File: config.mk
export PLATFORM = sky130hd
export DESIGN_NAME = quoted_key_value_stream_parser
export DESIGN_NICKNAME = d
export VERILOG_FILES = /design/src/rtl/core/qkv_pkg.sv /design/src/rtl/core/quoted_key_value_stream_parser.sv /design/src/rtl/core/qkv_front.sv /design/src/rtl/core/qkv_queue.sv /design/src/rtl/core/qkv_back.sv
export SDC_FILE = /design/constraint.sdc
export NUM_CORES = 1
export LEC_CHECK = 0
export BUFFER_PORTS_ARGS = -buffer_cell sky130_fd_sc_hd__buf_2
export CORE_UTILIZATION = 50
export CTS_CLUSTER_SIZE = 25
export DETAILED_ROUTE_END_ITERATION = 6
export GPL_TIMING_DRIVEN = 0
export PLACE_DENSITY = 0.73
export SLEW_MARGIN = 10
export SYNTH_ARGS = -nofsm -noshare
export SYNTH_HDL_FRONTEND = slang
export SYNTH_HIERARCHICAL = 1
export SYNTH_SLANG_ARGS = --single-unit
File: constraint.sdc
create_clock -name clk -period 10.2 [get_ports clk]
set_clock_uncertainty 0.05 [all_clocks]
set_input_delay 2.04 -clock clk [delete_from_list [all_inputs] [get_ports clk]]
set_output_delay 2.04 -clock clk [all_outputs]
set_load 0.1 [all_outputs]
File: src/rtl/core/qkv_pkg.sv
package qkv_pkg;

    localparam int QUEUE_DEPTH = 4;

    typedef struct packed {
        logic [7:0] data_byte;
        logic       end_of_file;
    } qkv_in_t;

    typedef struct packed {
        logic [2:0] kind;
        logic [7:0] out_byte;
        logic [3:0] error_code;
        logic       last;
    } qkv_out_t;

    // One queue entry: the results caused by one input byte.
    typedef struct packed {
        qkv_out_t first;
        logic     has_second;
        qkv_out_t second;
    } qkv_cmd_t;

    typedef struct packed {
        logic full;
        logic empty;
    } qkv_q_status_t;

    typedef enum logic [3:0] {
        PH_KEY_QUOTE   = 4'd0,
        PH_KEY         = 4'd1,
        PH_AFTER_KEY   = 4'd2,
        PH_AFTER_EQ    = 4'd3,
        PH_VALUE       = 4'd4,
        PH_ESCAPE      = 4'd5,
        PH_AFTER_VALUE = 4'd6
    } qkv_phase_t;

    localparam logic [2:0] KIND_KEY    = 3'd0;
    localparam logic [2:0] KIND_VALUE  = 3'd1;
    localparam logic [2:0] KIND_PAIR   = 3'd2;
    localparam logic [2:0] KIND_ERROR  = 3'd3;
    localparam logic [2:0] KIND_FINISH = 3'd4;

    localparam logic [3:0] ERR_NONE         = 4'd0;
    localparam logic [3:0] ERR_EMPTY        = 4'd1;
    localparam logic [3:0] ERR_QUOTE_BEFORE = 4'd2;
    localparam logic [3:0] ERR_QUOTE_AFTER  = 4'd3;
    localparam logic [3:0] ERR_EARLY_END    = 4'd4;
    localparam logic [3:0] ERR_EQUALS       = 4'd5;
    localparam logic [3:0] ERR_STRING       = 4'd6;
    localparam logic [3:0] ERR_NEWLINE      = 4'd7;
    localparam logic [3:0] ERR_SEMICOLON    = 4'd8;

    localparam logic [7:0] CH_QUOTE      = 8'h22;
    localparam logic [7:0] CH_EQUALS     = 8'h3D;
    localparam logic [7:0] CH_SEMI       = 8'h3B;
    localparam logic [7:0] CH_BSLASH     = 8'h5C;
    localparam logic [7:0] CH_LOWER_N    = 8'h6E;
    localparam logic [7:0] CH_HASH       = 8'h23;
    localparam logic [7:0] CH_UNDERSCORE = 8'h5F;
    localparam logic [7:0] CH_LF         = 8'h0A;
    localparam logic [7:0] CH_CR         = 8'h0D;
    localparam logic [7:0] CH_TAB        = 8'h09;
    localparam logic [7:0] CH_SPACE      = 8'h20;

    function automatic logic is_space(input logic [7:0] c);
        return (c == CH_SPACE) || (c == CH_LF) || (c == CH_TAB) || (c == CH_CR);
    endfunction

    function automatic logic is_key_char(input logic [7:0] c);
        return ((c >= 8'h61) && (c <= 8'h7A)) || ((c >= 8'h41) && (c <= 8'h5A)) ||
               ((c >= 8'h30) && (c <= 8'h39)) || (c == CH_UNDERSCORE) || (c == CH_HASH);
    endfunction

    function automatic qkv_out_t make_res(input logic [2:0] kind, input logic [7:0] b,
                                          input logic [3:0] code);
        qkv_out_t r;
        r.kind       = kind;
        r.out_byte   = b;
        r.error_code = code;
        r.last       = 1'b0;
        return r;
    endfunction

endpackage

File: src/rtl/core/quoted_key_value_stream_parser.sv
// Channel  | Struct     | Handshake               | Carries
// byte     | qkv_in_t   | byte_valid / byte_stall | content byte or end of file
// res      | qkv_out_t  | res_valid / res_stall   | key/value byte, pair done, error, finish
//
// One input byte is taken per cycle while the result queue has room; an item
// causing two results needs two output transfers, so the output side sets the rate.
// byte_stall is high when the QUEUE_DEPTH-entry queue is full; nothing else stalls input.
// Results reach res only after the byte transfer has written them into the queue.
// Reset (rst_n low, asynchronous) empties the queue and returns the parser to between pairs.
module quoted_key_value_stream_parser
#(
    parameter int QUEUE_DEPTH = qkv_pkg::QUEUE_DEPTH
)
(
    input  logic              clk,
    input  logic              rst_n,
    input  logic              byte_valid,
    output logic              byte_stall,
    input  qkv_pkg::qkv_in_t  byte_item,
    output logic              res_valid,
    input  logic              res_stall,
    output qkv_pkg::qkv_out_t res_item
);

    qkv_pkg::qkv_cmd_t      push_cmd;
    qkv_pkg::qkv_cmd_t      head;
    qkv_pkg::qkv_q_status_t q_status;
    logic                   push;
    logic                   pop;
    logic                   accept;

    assign byte_stall = q_status.full;
    assign accept     = byte_valid && !q_status.full;

    qkv_front u_front
    (
        .clk    (clk),
        .rst_n  (rst_n),
        .accept (accept),
        .item   (byte_item),
        .push   (push),
        .cmd    (push_cmd)
    );

    qkv_queue #(.DEPTH(QUEUE_DEPTH)) u_queue
    (
        .clk      (clk),
        .rst_n    (rst_n),
        .push     (push),
        .push_cmd (push_cmd),
        .pop      (pop),
        .head     (head),
        .status   (q_status)
    );

    qkv_back u_back
    (
        .clk       (clk),
        .rst_n     (rst_n),
        .head      (head),
        .status    (q_status),
        .pop       (pop),
        .res_valid (res_valid),
        .res_stall (res_stall),
        .res_item  (res_item)
    );

endmodule

File: src/rtl/core/qkv_front.sv
module qkv_front
(
    input  logic              clk,
    input  logic              rst_n,
    input  logic              accept,
    input  qkv_pkg::qkv_in_t  item,
    output logic              push,
    output qkv_pkg::qkv_cmd_t cmd
);

    qkv_pkg::qkv_phase_t phase_reg, phase_next;
    logic                seen_reg, seen_next;
    logic                err_reg, err_next;

    always_ff @(posedge clk or negedge rst_n)
    begin
        if (!rst_n)
        begin
            phase_reg <= qkv_pkg::PH_KEY_QUOTE;
            seen_reg  <= 1'b0;
            err_reg   <= 1'b0;
        end
        else
        begin
            phase_reg <= phase_next;
            seen_reg  <= seen_next;
            err_reg   <= err_next;
        end
    end

    always_comb
    begin
        logic [7:0]       c;
        logic [1:0]       cnt;
        qkv_pkg::qkv_out_t r0;
        qkv_pkg::qkv_out_t r1;

        c          = item.data_byte;
        cnt        = 2'd0;
        r0         = '0;
        r1         = '0;
        phase_next = phase_reg;
        seen_next  = seen_reg;
        err_next   = err_reg;

        if (accept && !err_reg)
        begin
            if (item.end_of_file)
            begin
                unique case (phase_reg)
                    qkv_pkg::PH_KEY:
                    begin
                        r0 = qkv_pkg::make_res(qkv_pkg::KIND_ERROR, 8'h00,
                                               qkv_pkg::ERR_QUOTE_AFTER);
                        cnt = 2'd1;
                        err_next = 1'b1;
                    end
                    qkv_pkg::PH_AFTER_KEY, qkv_pkg::PH_AFTER_EQ, qkv_pkg::PH_VALUE,
                    qkv_pkg::PH_ESCAPE, qkv_pkg::PH_AFTER_VALUE:
                    begin
                        r0 = qkv_pkg::make_res(qkv_pkg::KIND_ERROR, 8'h00,
                                               qkv_pkg::ERR_EARLY_END);
                        cnt = 2'd1;
                        err_next = 1'b1;
                    end
                    default:
                    begin
                        cnt = 2'd1;
                        if (!seen_reg)
                        begin
                            r0 = qkv_pkg::make_res(qkv_pkg::KIND_ERROR, 8'h00,
                                                   qkv_pkg::ERR_EMPTY);
                            err_next = 1'b1;
                        end
                        else
                        begin
                            r0 = qkv_pkg::make_res(qkv_pkg::KIND_FINISH, 8'h00,
                                                   qkv_pkg::ERR_NONE);
                            phase_next = qkv_pkg::PH_KEY_QUOTE;
                            seen_next  = 1'b0;
                        end
                    end
                endcase
            end
            else
            begin
                seen_next = 1'b1;
                unique case (phase_reg)
                    qkv_pkg::PH_KEY:
                    begin
                        if (qkv_pkg::is_key_char(c))
                        begin
                            r0 = qkv_pkg::make_res(qkv_pkg::KIND_KEY, c, qkv_pkg::ERR_NONE);
                            cnt = 2'd1;
                        end
                        else if (c == qkv_pkg::CH_QUOTE)
                            phase_next = qkv_pkg::PH_AFTER_KEY;
                        else
                        begin
                            r0 = qkv_pkg::make_res(qkv_pkg::KIND_ERROR, 8'h00,
                                                   qkv_pkg::ERR_QUOTE_AFTER);
                            cnt = 2'd1;
                            err_next = 1'b1;
                        end
                    end
                    qkv_pkg::PH_AFTER_KEY:
                    begin
                        if (c == qkv_pkg::CH_EQUALS)
                            phase_next = qkv_pkg::PH_AFTER_EQ;
                        else if (!qkv_pkg::is_space(c))
                        begin
                            r0 = qkv_pkg::make_res(qkv_pkg::KIND_ERROR, 8'h00,
                                                   qkv_pkg::ERR_EQUALS);
                            cnt = 2'd1;
                            err_next = 1'b1;
                        end
                    end
                    qkv_pkg::PH_AFTER_EQ:
                    begin
                        if (c == qkv_pkg::CH_QUOTE)
                            phase_next = qkv_pkg::PH_VALUE;
                        else if (!qkv_pkg::is_space(c))
                        begin
                            r0 = qkv_pkg::make_res(qkv_pkg::KIND_ERROR, 8'h00,
                                                   qkv_pkg::ERR_STRING);
                            cnt = 2'd1;
                            err_next = 1'b1;
                        end
                    end
                    qkv_pkg::PH_VALUE:
                    begin
                        priority if (c == qkv_pkg::CH_QUOTE)
                            phase_next = qkv_pkg::PH_AFTER_VALUE;
                        else if (c == qkv_pkg::CH_LF)
                        begin
                            r0 = qkv_pkg::make_res(qkv_pkg::KIND_ERROR, 8'h00,
                                                   qkv_pkg::ERR_NEWLINE);
                            cnt = 2'd1;
                            err_next = 1'b1;
                        end
                        else if (c == qkv_pkg::CH_BSLASH)
                            phase_next = qkv_pkg::PH_ESCAPE;
                        else
                        begin
                            r0 = qkv_pkg::make_res(qkv_pkg::KIND_VALUE, c, qkv_pkg::ERR_NONE);
                            cnt = 2'd1;
                        end
                    end
                    qkv_pkg::PH_ESCAPE:
                    begin
                        phase_next = qkv_pkg::PH_VALUE;
                        cnt = 2'd1;
                        priority if ((c == qkv_pkg::CH_QUOTE) || (c == qkv_pkg::CH_BSLASH))
                            r0 = qkv_pkg::make_res(qkv_pkg::KIND_VALUE, c, qkv_pkg::ERR_NONE);
                        else if (c == qkv_pkg::CH_LOWER_N)
                            r0 = qkv_pkg::make_res(qkv_pkg::KIND_VALUE, qkv_pkg::CH_LF,
                                                   qkv_pkg::ERR_NONE);
                        else
                        begin
                            // unknown escape: keep the backslash, then treat c as plain
                            r0 = qkv_pkg::make_res(qkv_pkg::KIND_VALUE, qkv_pkg::CH_BSLASH,
                                                   qkv_pkg::ERR_NONE);
                            priority if (c == qkv_pkg::CH_LF)
                            begin
                                r1 = qkv_pkg::make_res(qkv_pkg::KIND_ERROR, 8'h00,
                                                       qkv_pkg::ERR_NEWLINE);
                                cnt = 2'd2;
                                err_next = 1'b1;
                            end
                            else
                            begin
                                r1 = qkv_pkg::make_res(qkv_pkg::KIND_VALUE, c,
                                                       qkv_pkg::ERR_NONE);
                                cnt = 2'd2;
                            end
                        end
                    end
                    qkv_pkg::PH_AFTER_VALUE:
                    begin
                        if (c == qkv_pkg::CH_SEMI)
                        begin
                            r0 = qkv_pkg::make_res(qkv_pkg::KIND_PAIR, 8'h00,
                                                   qkv_pkg::ERR_NONE);
                            cnt = 2'd1;
                            phase_next = qkv_pkg::PH_KEY_QUOTE;
                        end
                        else if (!qkv_pkg::is_space(c))
                        begin
                            r0 = qkv_pkg::make_res(qkv_pkg::KIND_ERROR, 8'h00,
                                                   qkv_pkg::ERR_SEMICOLON);
                            cnt = 2'd1;
                            err_next = 1'b1;
                        end
                    end
                    default:
                    begin
                        if (c == qkv_pkg::CH_QUOTE)
                            phase_next = qkv_pkg::PH_KEY;
                        else if (!qkv_pkg::is_space(c))
                        begin
                            r0 = qkv_pkg::make_res(qkv_pkg::KIND_ERROR, 8'h00,
                                                   qkv_pkg::ERR_QUOTE_BEFORE);
                            cnt = 2'd1;
                            err_next = 1'b1;
                        end
                    end
                endcase
            end
        end

        r0.last = (cnt == 2'd1);
        r1.last = 1'b1;
        push           = (cnt != 2'd0);
        cmd.first      = r0;
        cmd.has_second = (cnt == 2'd2);
        cmd.second     = r1;
    end

endmodule

File: src/rtl/core/qkv_queue.sv
module qkv_queue
#(
    parameter int DEPTH = qkv_pkg::QUEUE_DEPTH
)
(
    input  logic                   clk,
    input  logic                   rst_n,
    input  logic                   push,
    input  qkv_pkg::qkv_cmd_t      push_cmd,
    input  logic                   pop,
    output qkv_pkg::qkv_cmd_t      head,
    output qkv_pkg::qkv_q_status_t status
);

    localparam int PW = (DEPTH > 1) ? $clog2(DEPTH) : 1;
    localparam int CW = $clog2(DEPTH + 1);

    qkv_pkg::qkv_cmd_t mem_reg [DEPTH];
    logic [PW-1:0]     wr_ptr_reg, wr_ptr_next;
    logic [PW-1:0]     rd_ptr_reg, rd_ptr_next;
    logic [CW-1:0]     count_reg, count_next;

    always_ff @(posedge clk)
    begin
        if (push)
            mem_reg[wr_ptr_reg] <= push_cmd;
    end

    always_ff @(posedge clk or negedge rst_n)
    begin
        if (!rst_n)
        begin
            wr_ptr_reg <= '0;
            rd_ptr_reg <= '0;
            count_reg  <= '0;
        end
        else
        begin
            wr_ptr_reg <= wr_ptr_next;
            rd_ptr_reg <= rd_ptr_next;
            count_reg  <= count_next;
        end
    end

    always_comb
    begin
        wr_ptr_next = wr_ptr_reg;
        rd_ptr_next = rd_ptr_reg;
        if (push)
            wr_ptr_next = (wr_ptr_reg == PW'(DEPTH - 1)) ? '0 : wr_ptr_reg + PW'(1);
        if (pop)
            rd_ptr_next = (rd_ptr_reg == PW'(DEPTH - 1)) ? '0 : rd_ptr_reg + PW'(1);
        unique case ({push, pop})
            2'b10:   count_next = count_reg + CW'(1);
            2'b01:   count_next = count_reg - CW'(1);
            default: count_next = count_reg;
        endcase
    end

    assign head         = mem_reg[rd_ptr_reg];
    assign status.full  = (count_reg == CW'(DEPTH));
    assign status.empty = (count_reg == '0);

endmodule

File: src/rtl/core/qkv_back.sv
module qkv_back
(
    input  logic                   clk,
    input  logic                   rst_n,
    input  qkv_pkg::qkv_cmd_t      head,
    input  qkv_pkg::qkv_q_status_t status,
    output logic                   pop,
    output logic                   res_valid,
    input  logic                   res_stall,
    output qkv_pkg::qkv_out_t      res_item
);

    // set while the second result of the head entry is on offer
    logic second_reg, second_next;
    logic xfer;

    always_ff @(posedge clk or negedge rst_n)
    begin
        if (!rst_n)
            second_reg <= 1'b0;
        else
            second_reg <= second_next;
    end

    always_comb
    begin
        res_valid   = !status.empty;
        res_item    = second_reg ? head.second : head.first;
        xfer        = res_valid && !res_stall;
        pop         = xfer && (second_reg || !head.has_second);
        second_next = second_reg;
        if (xfer)
            second_next = !second_reg && head.has_second;
    end

endmodule

==> qor.txt, run 1 <==
GPL Wtd Cong: 0.9462
max reg flops: 132
CP required: 10.48 ns
drt drc: 0
Min Hold Slack: 0.4419 ns
slew margin rel.: 0.4765
Critical Path AT: 5.35 ns
Setup CP Type: in -> reg
grt ovf: 0
total CTS buffers: 17
Clock Root Buffer: clkbuf_16
Max stage delay on crit path: 0.43 ns
core box area: 0.01340 mm2
first-pass GRT wire length: 23.31 mm
worst hold path class: reg -> reg
nets@finish: 522
Mean Syn Cell Area: 15.50 um2
via count: 4,193
Leakage Power: 2.958 nW
Setup TNS: 0 ns
Post-CTS Hold Buffers: 0
chip height: 120.1 um
Async SR Flop Fraction: 0.08966
Slew Viols, Final: 0
initial core utilization: 0.5204
Post-Syn Area: 0.006973 mm2
pwr dens: 280.8 mW/mm2
Final Hold Vio Count: 0
Initial DRC Count: 306
I/O Pins: 31
Syn-to-layout area delta: 15.07%
synthesis warning total: 6
Worst Tran Pin Value: 0.7835 ns
unrepaired setup endpoints after global routing: false
fin crit period: 5.068 ns
CP cell instances: buf_2 > buf_2 > clkbuf_1 > and3b_1 > o211ai_1 > a221oi_1 > a211oi_1 > o21ai_0 > inv_1 > ha_1 > inv_1 > fa_1 > xor2_1 > nor2_1 > xor2_1
number of diodes: 0
Yosys reg bits: 145
Synth cell types: 71
Mapped Cells: 450
DR vias/cell: 6.068
GRT Total Usage: 0.2210
Routed Wire Length: 14.52 mm
vias in the first global route: 4,195
Seq/Total Area, Yosys: 0.6151
post-route ant nets: 0
Max clock buf depth: 2
worst-path fanout max: 10
htree depth: 4
DRT Pass-1 Iters: 5
post-CTS sizing: 0
Fillers: 1,001
crit path capture type: register
Cells after DPL: 659
Port Buffers: 28
run status: finished, final reports clean
EDFF count, synth: 132
largest net degree at the start of global routing: 30
drt wl/cell: 21.01 um
clk sinks: 145
Setup crit start kind: input pin
layout cells sized above 1: 0.2971
ys flop type: edfxtp_1
fin cells: 691
Achievable Freq: 197.3 MHz
Final Setup Violations: 0
initial antenna violation count: 0
Worst path slowest cell: fa_1
max-cap violation count: 0
Placement Rows: 42
Worst-path clk slew: 0.06 ns
die area: 0.01442 mm2
CTS tree: done
chip width: 120.1 um
period utilization: 0.4969
insertion delay to the later sink of the worst-skew pair: 0.41 ns
Peak VDD IR: 0.1496 mV
buffer count from post-CTS setup fixing: 0
DPL Wire Length: 9.720 mm
area by class of cell:
cell class	instances	area [um2]	share of cell area
inverters	15	56.30	0.007017
repair buffers	32	227.7	0.02838
multi-input cells	259	2391	0.2980
flip-flops and latches	145	4289	0.5345
plain buffers	32	245.2	0.03056
clock buffers	18	429.2	0.05349
well taps	176	220.2	0.02744
clock inverters	14	165.2	0.02058
logic make-up after synthesis:
kind of cell / synth area share
other: 0.001077
AO/OA/AOI/OAI: 0.07680
flip-flops: 0.6151
multiplexers: 0.1462
adder cells (fa/ha/maj): 0.01364
buffers and inverters: 0.04324
XOR/XNOR: 0.003769
AND/OR/NAND/NOR: 0.1001
cell usage after synthesis (4+ instances only):
cell type / count / share of area
a211oi_1: 5 / 0.0054
a21oi_1: 12 / 0.0086
a31oi_1: 6 / 0.0054
and2_1: 7 / 0.0063
and3_1: 8 / 0.0072
buf_12: 4 / 0.011
buf_2: 12 / 0.0086
buf_4: 6 / 0.0065
clkbuf_1: 7 / 0.0038
dfrtp_1: 13 / 0.047
edfxtp_1: 132 / 0.57
ha_1: 6 / 0.011
inv_1: 15 / 0.0081
mux2_2: 10 / 0.016
mux2_4: 9 / 0.019
mux4_1: 5 / 0.019
mux4_2: 28 / 0.090
nand2_1: 19 / 0.010
nand2b_1: 9 / 0.0081
nand3_1: 9 / 0.0065
nand3b_1: 5 / 0.0054
nor2_1: 20 / 0.011
nor2b_1: 5 / 0.0045
nor3_1: 7 / 0.0050
o211ai_1: 4 / 0.0043
o21ai_0: 16 / 0.011
o31ai_1: 4 / 0.0043
power by group:
| part | switching (W) | internal, W | total [W] | leakage, nW |
|---|---|---|---|---|
| Combinational | 0.000634 | 0.000302 | 0.000936 | 1.26 |
| Clock | 0.000247 | 0.000368 | 0.000614 | 0.279 |
| Sequential | 0.0000209 | 0.000682 | 0.000703 | 1.42 |
| Total | 0.000901 | 0.00135 | 0.00225 | 2.96 |
routing by layer:
metal,global-route usage,routed length [um],up-vias
li1,-,-,1891
met5,0,0,-
met2,0.3552,7207,174
met3,0.03850,869,21
met4,0.07891,244,0
met1,0.3037,6193,2107
through the flow:
step / instance area, um2 / setup slack [ns] / power, W / utilization
floorplan: 6977 / 5.325 / 0.001507 / -
global placement: 7337 / 4.147 / 0.001646 / 0.5475
detailed placement: 7430 / 4.749 / 0.001658 / 0.5544
CTS: 8024 / 5.178 / 0.002277 / 0.5988
global route: 8024 / 4.810 / 0.002343 / 0.5988
finish: 8024 / 5.132 / 0.002253 / 0.5988
worst max-delay path, delay by kind of cell:
family / cells / cell delay, ns
AND/OR/NAND/NOR: 2 / 0.37
buffers and inverters: 5 / 0.74
AO/OA/AOI/OAI: 4 / 1.27
XOR/XNOR: 2 / 0.30
adder cells (fa/ha/maj): 2 / 0.64
final timing paths:
path                                                       start                                to  slack, ns  cells past startpoint
min in group asynchronous                                  rst_n     u_back/second_reg$_DFFE_PN0P_       1.47                      1
worst max-delay path                                byte_item[2]  u_queue/count_reg[2]$_DFFE_PN0P_       5.13                     15
worst min-delay path            u_queue/count_reg[2]$_DFFE_PN0P_  u_queue/count_reg[2]$_DFFE_PN0P_       0.44                      1
max in group asynchronous                                  rst_n       u_front/err_reg$_DFFE_PN0P_       8.39                      1
worst min register to register  u_queue/count_reg[2]$_DFFE_PN0P_  u_queue/count_reg[2]$_DFFE_PN0P_       0.44                      1
worst max register to register  u_front/phase_reg[2]$_DFFE_PN0P_  u_queue/count_reg[2]$_DFFE_PN0P_       6.35                     13
layout by cell type, fill, tap and decap left out, types with 4 or more instances in the layout:
cell type   synthesis  final
inv_6               0      6
clkinvlp_4          0      4
mux2_2             10     10
nand3b_1            5      5
inv_1              15     15
nor3_1              7      7
and2_2              0      4
clkbuf_16           0     17
and3_1              8      8
nor2b_1             5      5
mux2_4              9      9
buf_12              4      7
nand2b_1            9      9
buf_2              12     40
nor2_1             20     20
o211ai_1            4      4
mux4_1              5      5
clkbuf_1            7      8
o31ai_1             4      4
mux4_2             28     28
a31oi_1             6      6
edfxtp_1          132    132
ha_1                6      6
nand3_1             9      9
a21oi_1            12     12
nand2_1            19     19
dfrtp_1            13     13
buf_4               6      6
a211oi_1            5      5
o21ai_0            16     16
Power figures use the tool's default switching activity.
==> inputs of run 2 (changes only) <==
PLACE_DENSITY = 0.75   (was 0.73)
clock period = 4.6 ns   (was 10.2 ns; I/O delays follow)
==> qor.txt, run 2 (synthesized netlist as in run 1, its figures left out) <==
first-pass GRT wire length: 23.52 mm (+0.89%)
Max clock buf depth: 2 (unchanged)
worst-path fanout max: 10 (unchanged)
Setup crit start kind: input pin
htree depth: 4 (unchanged)
slew margin rel.: 0.4902 (+0.01364)
Reg power frac: 0.318 (+0.006)
Max stage delay on crit path: 0.45 ns (+0.02 ns)
drt drc: 0 (unchanged)
clk sinks: 145 (unchanged)
Peak VDD IR: 0.3608 mV (+140%)
CP required: 4.89 ns (-5.59 ns)
Min Hold Slack: 0.3504 ns (-0.09149 ns)
Syn-to-layout area delta: 14.48%
Finished Cell Area: 0.007983 mm2 (-0.51%)
number of diodes: 0 (unchanged)
buffer count from post-CTS setup fixing: 0 (unchanged)
most common cell after layout, fill and taps aside: edfxtp_1
post-CTS sizing: 0 (unchanged)
grt ovf: 0 (unchanged)
Leakage Power: 2.946 nW (-0.41%)
initial core utilization: 0.5204 (unchanged)
fin crit period: 3.955 ns
via count: 4,223 (+0.72%)
Worst Tran Pin Value: 0.7601 ns (-0.02334 ns)
dpl ws: 0.2953 ns (-4.453 ns)
run status: finished, final reports clean
most frequent cells in the layout: edfxtp_1, buf_2, mux4_2, nor2_1, nand2_1
pwr dens: 615.8 mW/mm2 (+120%)
I/O Pins: 31 (unchanged)
Critical Path AT: 4.25 ns (-1.10 ns)
Power Total: 0.004915 W (+120%)
Achievable Freq: 252.8 MHz
post-route ant nets: 0 (unchanged)
CP top delay family: compound AO/OA/AOI/OAI gates
DRT Pass-1 Iters: 5 (unchanged)
Initial DRC Count: 503 (+64%)
Sw Pwr: 0.002021 W (+120%)
Port Buffers: 28 (unchanged)
Worst Slack Setup Final: 0.6448 ns (-4.487 ns)
max reg flops: 132 (unchanged)
Post-CTS Hold Buffers: 0 (unchanged)
Routed Wire Length: 14.83 mm (+2.2%)
Setup CP Type: in -> reg
Comb pwr share: 0.425 (+0.010)
placed cell areas: 0.007430 mm2 (unchanged)
chip width: 120.1 um (unchanged)
drt wl/cell: 21.46 um (+2.2%)
Clock power frac: 0.257 (-0.016)
initial antenna violation count: 0 (unchanged)
Final Setup Violations: 0 (unchanged)
sw frac: 0.4113 (+0.01130)
core box area: 0.01340 mm2 (unchanged)
Final Hold Vio Count: 0 (unchanged)
total CTS buffers: 17 (unchanged)
max-cap violation count: 0 (unchanged)
Slew Viols, Final: 0 (unchanged)
largest net degree at the start of global routing: 31 (+3.3%)
Worst Setup SP: byte_item[2]
insertion delay to the later sink of the worst-skew pair: 0.41 ns (about the same)
unrepaired setup endpoints after global routing: false
period utilization: 0.8598
chip height: 120.1 um (unchanged)
vias in the first global route: 4,275 (+1.9%)
CP cell instances: buf_2 > buf_2 > clkbuf_1 > and3b_1 > o211ai_1 > a221oi_1 > a211oi_1 > o21ai_0 > inv_1 > ha_1 > inv_1 > fa_1 > xor2_1 > nor2_1 > xor2_1
nets@finish: 522 (unchanged)
CTS tree: done
Clock Root Buffer: clkbuf_16
DPL Wire Length: 10.09 mm (+3.8%)
Placement Rows: 42 (unchanged)
CP bufs+invs: 5 (unchanged)
reg2reg start: u_front/phase_reg[2]$_DFFE_PN0P_
die area: 0.01442 mm2 (unchanged)
Worst-path clk slew: 0.06 ns (about the same)
GRT Total Usage: 0.2235 (+0.002458)
DR vias/cell: 6.111 (+0.72%)
GPL Wtd Cong: 0.9097 (-3.9%)
Worst path slowest cell: fa_1
crit path capture type: register
worst hold path class: in -> async
layout cells sized above 1: 0.2990 (+0.001942)
cell-internal power: 0.002894 W (+110%)
[run 2: cell types whose count changed in the layout (fill, tap and decap cells not counted)]
cell | before | now
clkinvlp_4 | 4 | 3
bufinv_16 | 2 | 0
clkinv_4 | 0 | 2
clkinv_2 | 0 | 2
clkbuf_1 | 8 | 7
inv_8 | 2 | 3
inv_6 | 6 | 5
[run 2: power by group through the flow]
stage / sequential [W] / combinational (W) / clock (W)
floorplan: 0.00157 / 0.00177 / 0
global placement: 0.00158 / 0.00206 / 0
detailed placement: 0.00159 / 0.00211 / 0
CTS: 0.00156 / 0.00211 / 0.00128
global route: 0.00157 / 0.00220 / 0.00133
finish: 0.00156 / 0.00209 / 0.00126
[run 2: worst register-to-register path: stages (launching register included)]
cell and delay (ns):
dfrtp_1 0.45, buf_2 0.26, nand3b_1 0.27, a21oi_1 0.50
a221oi_1 0.20, a211oi_1 0.43, o21ai_0 0.34, inv_1 0.16
ha_1 0.20, inv_1 0.08, fa_1 0.45, xor2_1 0.16
nor2_1 0.11, xor2_1 0.15
[run 2: cell type report]
class	count	area, um2
clock buffer	17	425.4
tap	176	220.2
multi-input combinational	259	2391
clock inverter	15	127.6
sequential	145	4289
inverter	15	56.30
buffer	32	245.2
timing repair buffer	32	227.7
fill	1010	5418
[run 2: final timing paths]
| check | to | slack [ns] | cells past startpoint |
|---|---|---|---|
| worst max register to register | u_queue/count_reg[2]$_DFFE_PN0P_ | 0.70 | 13 |
| worst min-delay path | u_queue/wr_ptr_reg[0]$_DFFE_PN0P_ | 0.35 | 1 |
| worst min register to register | u_queue/count_reg[2]$_DFFE_PN0P_ | 0.45 | 1 |
| min in group clk | u_queue/count_reg[2]$_DFFE_PN0P_ | 0.45 | 1 |
| worst max-delay path | u_queue/count_reg[2]$_DFFE_PN0P_ | 0.64 | 15 |
| max in group asynchronous | u_back/second_reg$_DFFE_PN0P_ | 3.90 | 1 |
[run 2: metrics by stage]
step             util  std cells  TNS (ns)
6_report       0.5957        691         0
3_3_place_gp   0.5475        655    -36.01
5_1_grt        0.5957        691         0
2_1_floorplan       -        451         0
4_1_cts        0.5957        691         0
3_5_place_dp   0.5544        659         0
[run 2: metal layers]
layer | vias up | track usage | wire [um]
met1 | 2134 | 0.2979 | 6471
li1 | 1896 | - | -
met3 | 32 | 0.03945 | 778
met5 | - | 0 | 0
met4 | 0 | 0.08516 | 321
met2 | 161 | 0.3664 | 7259
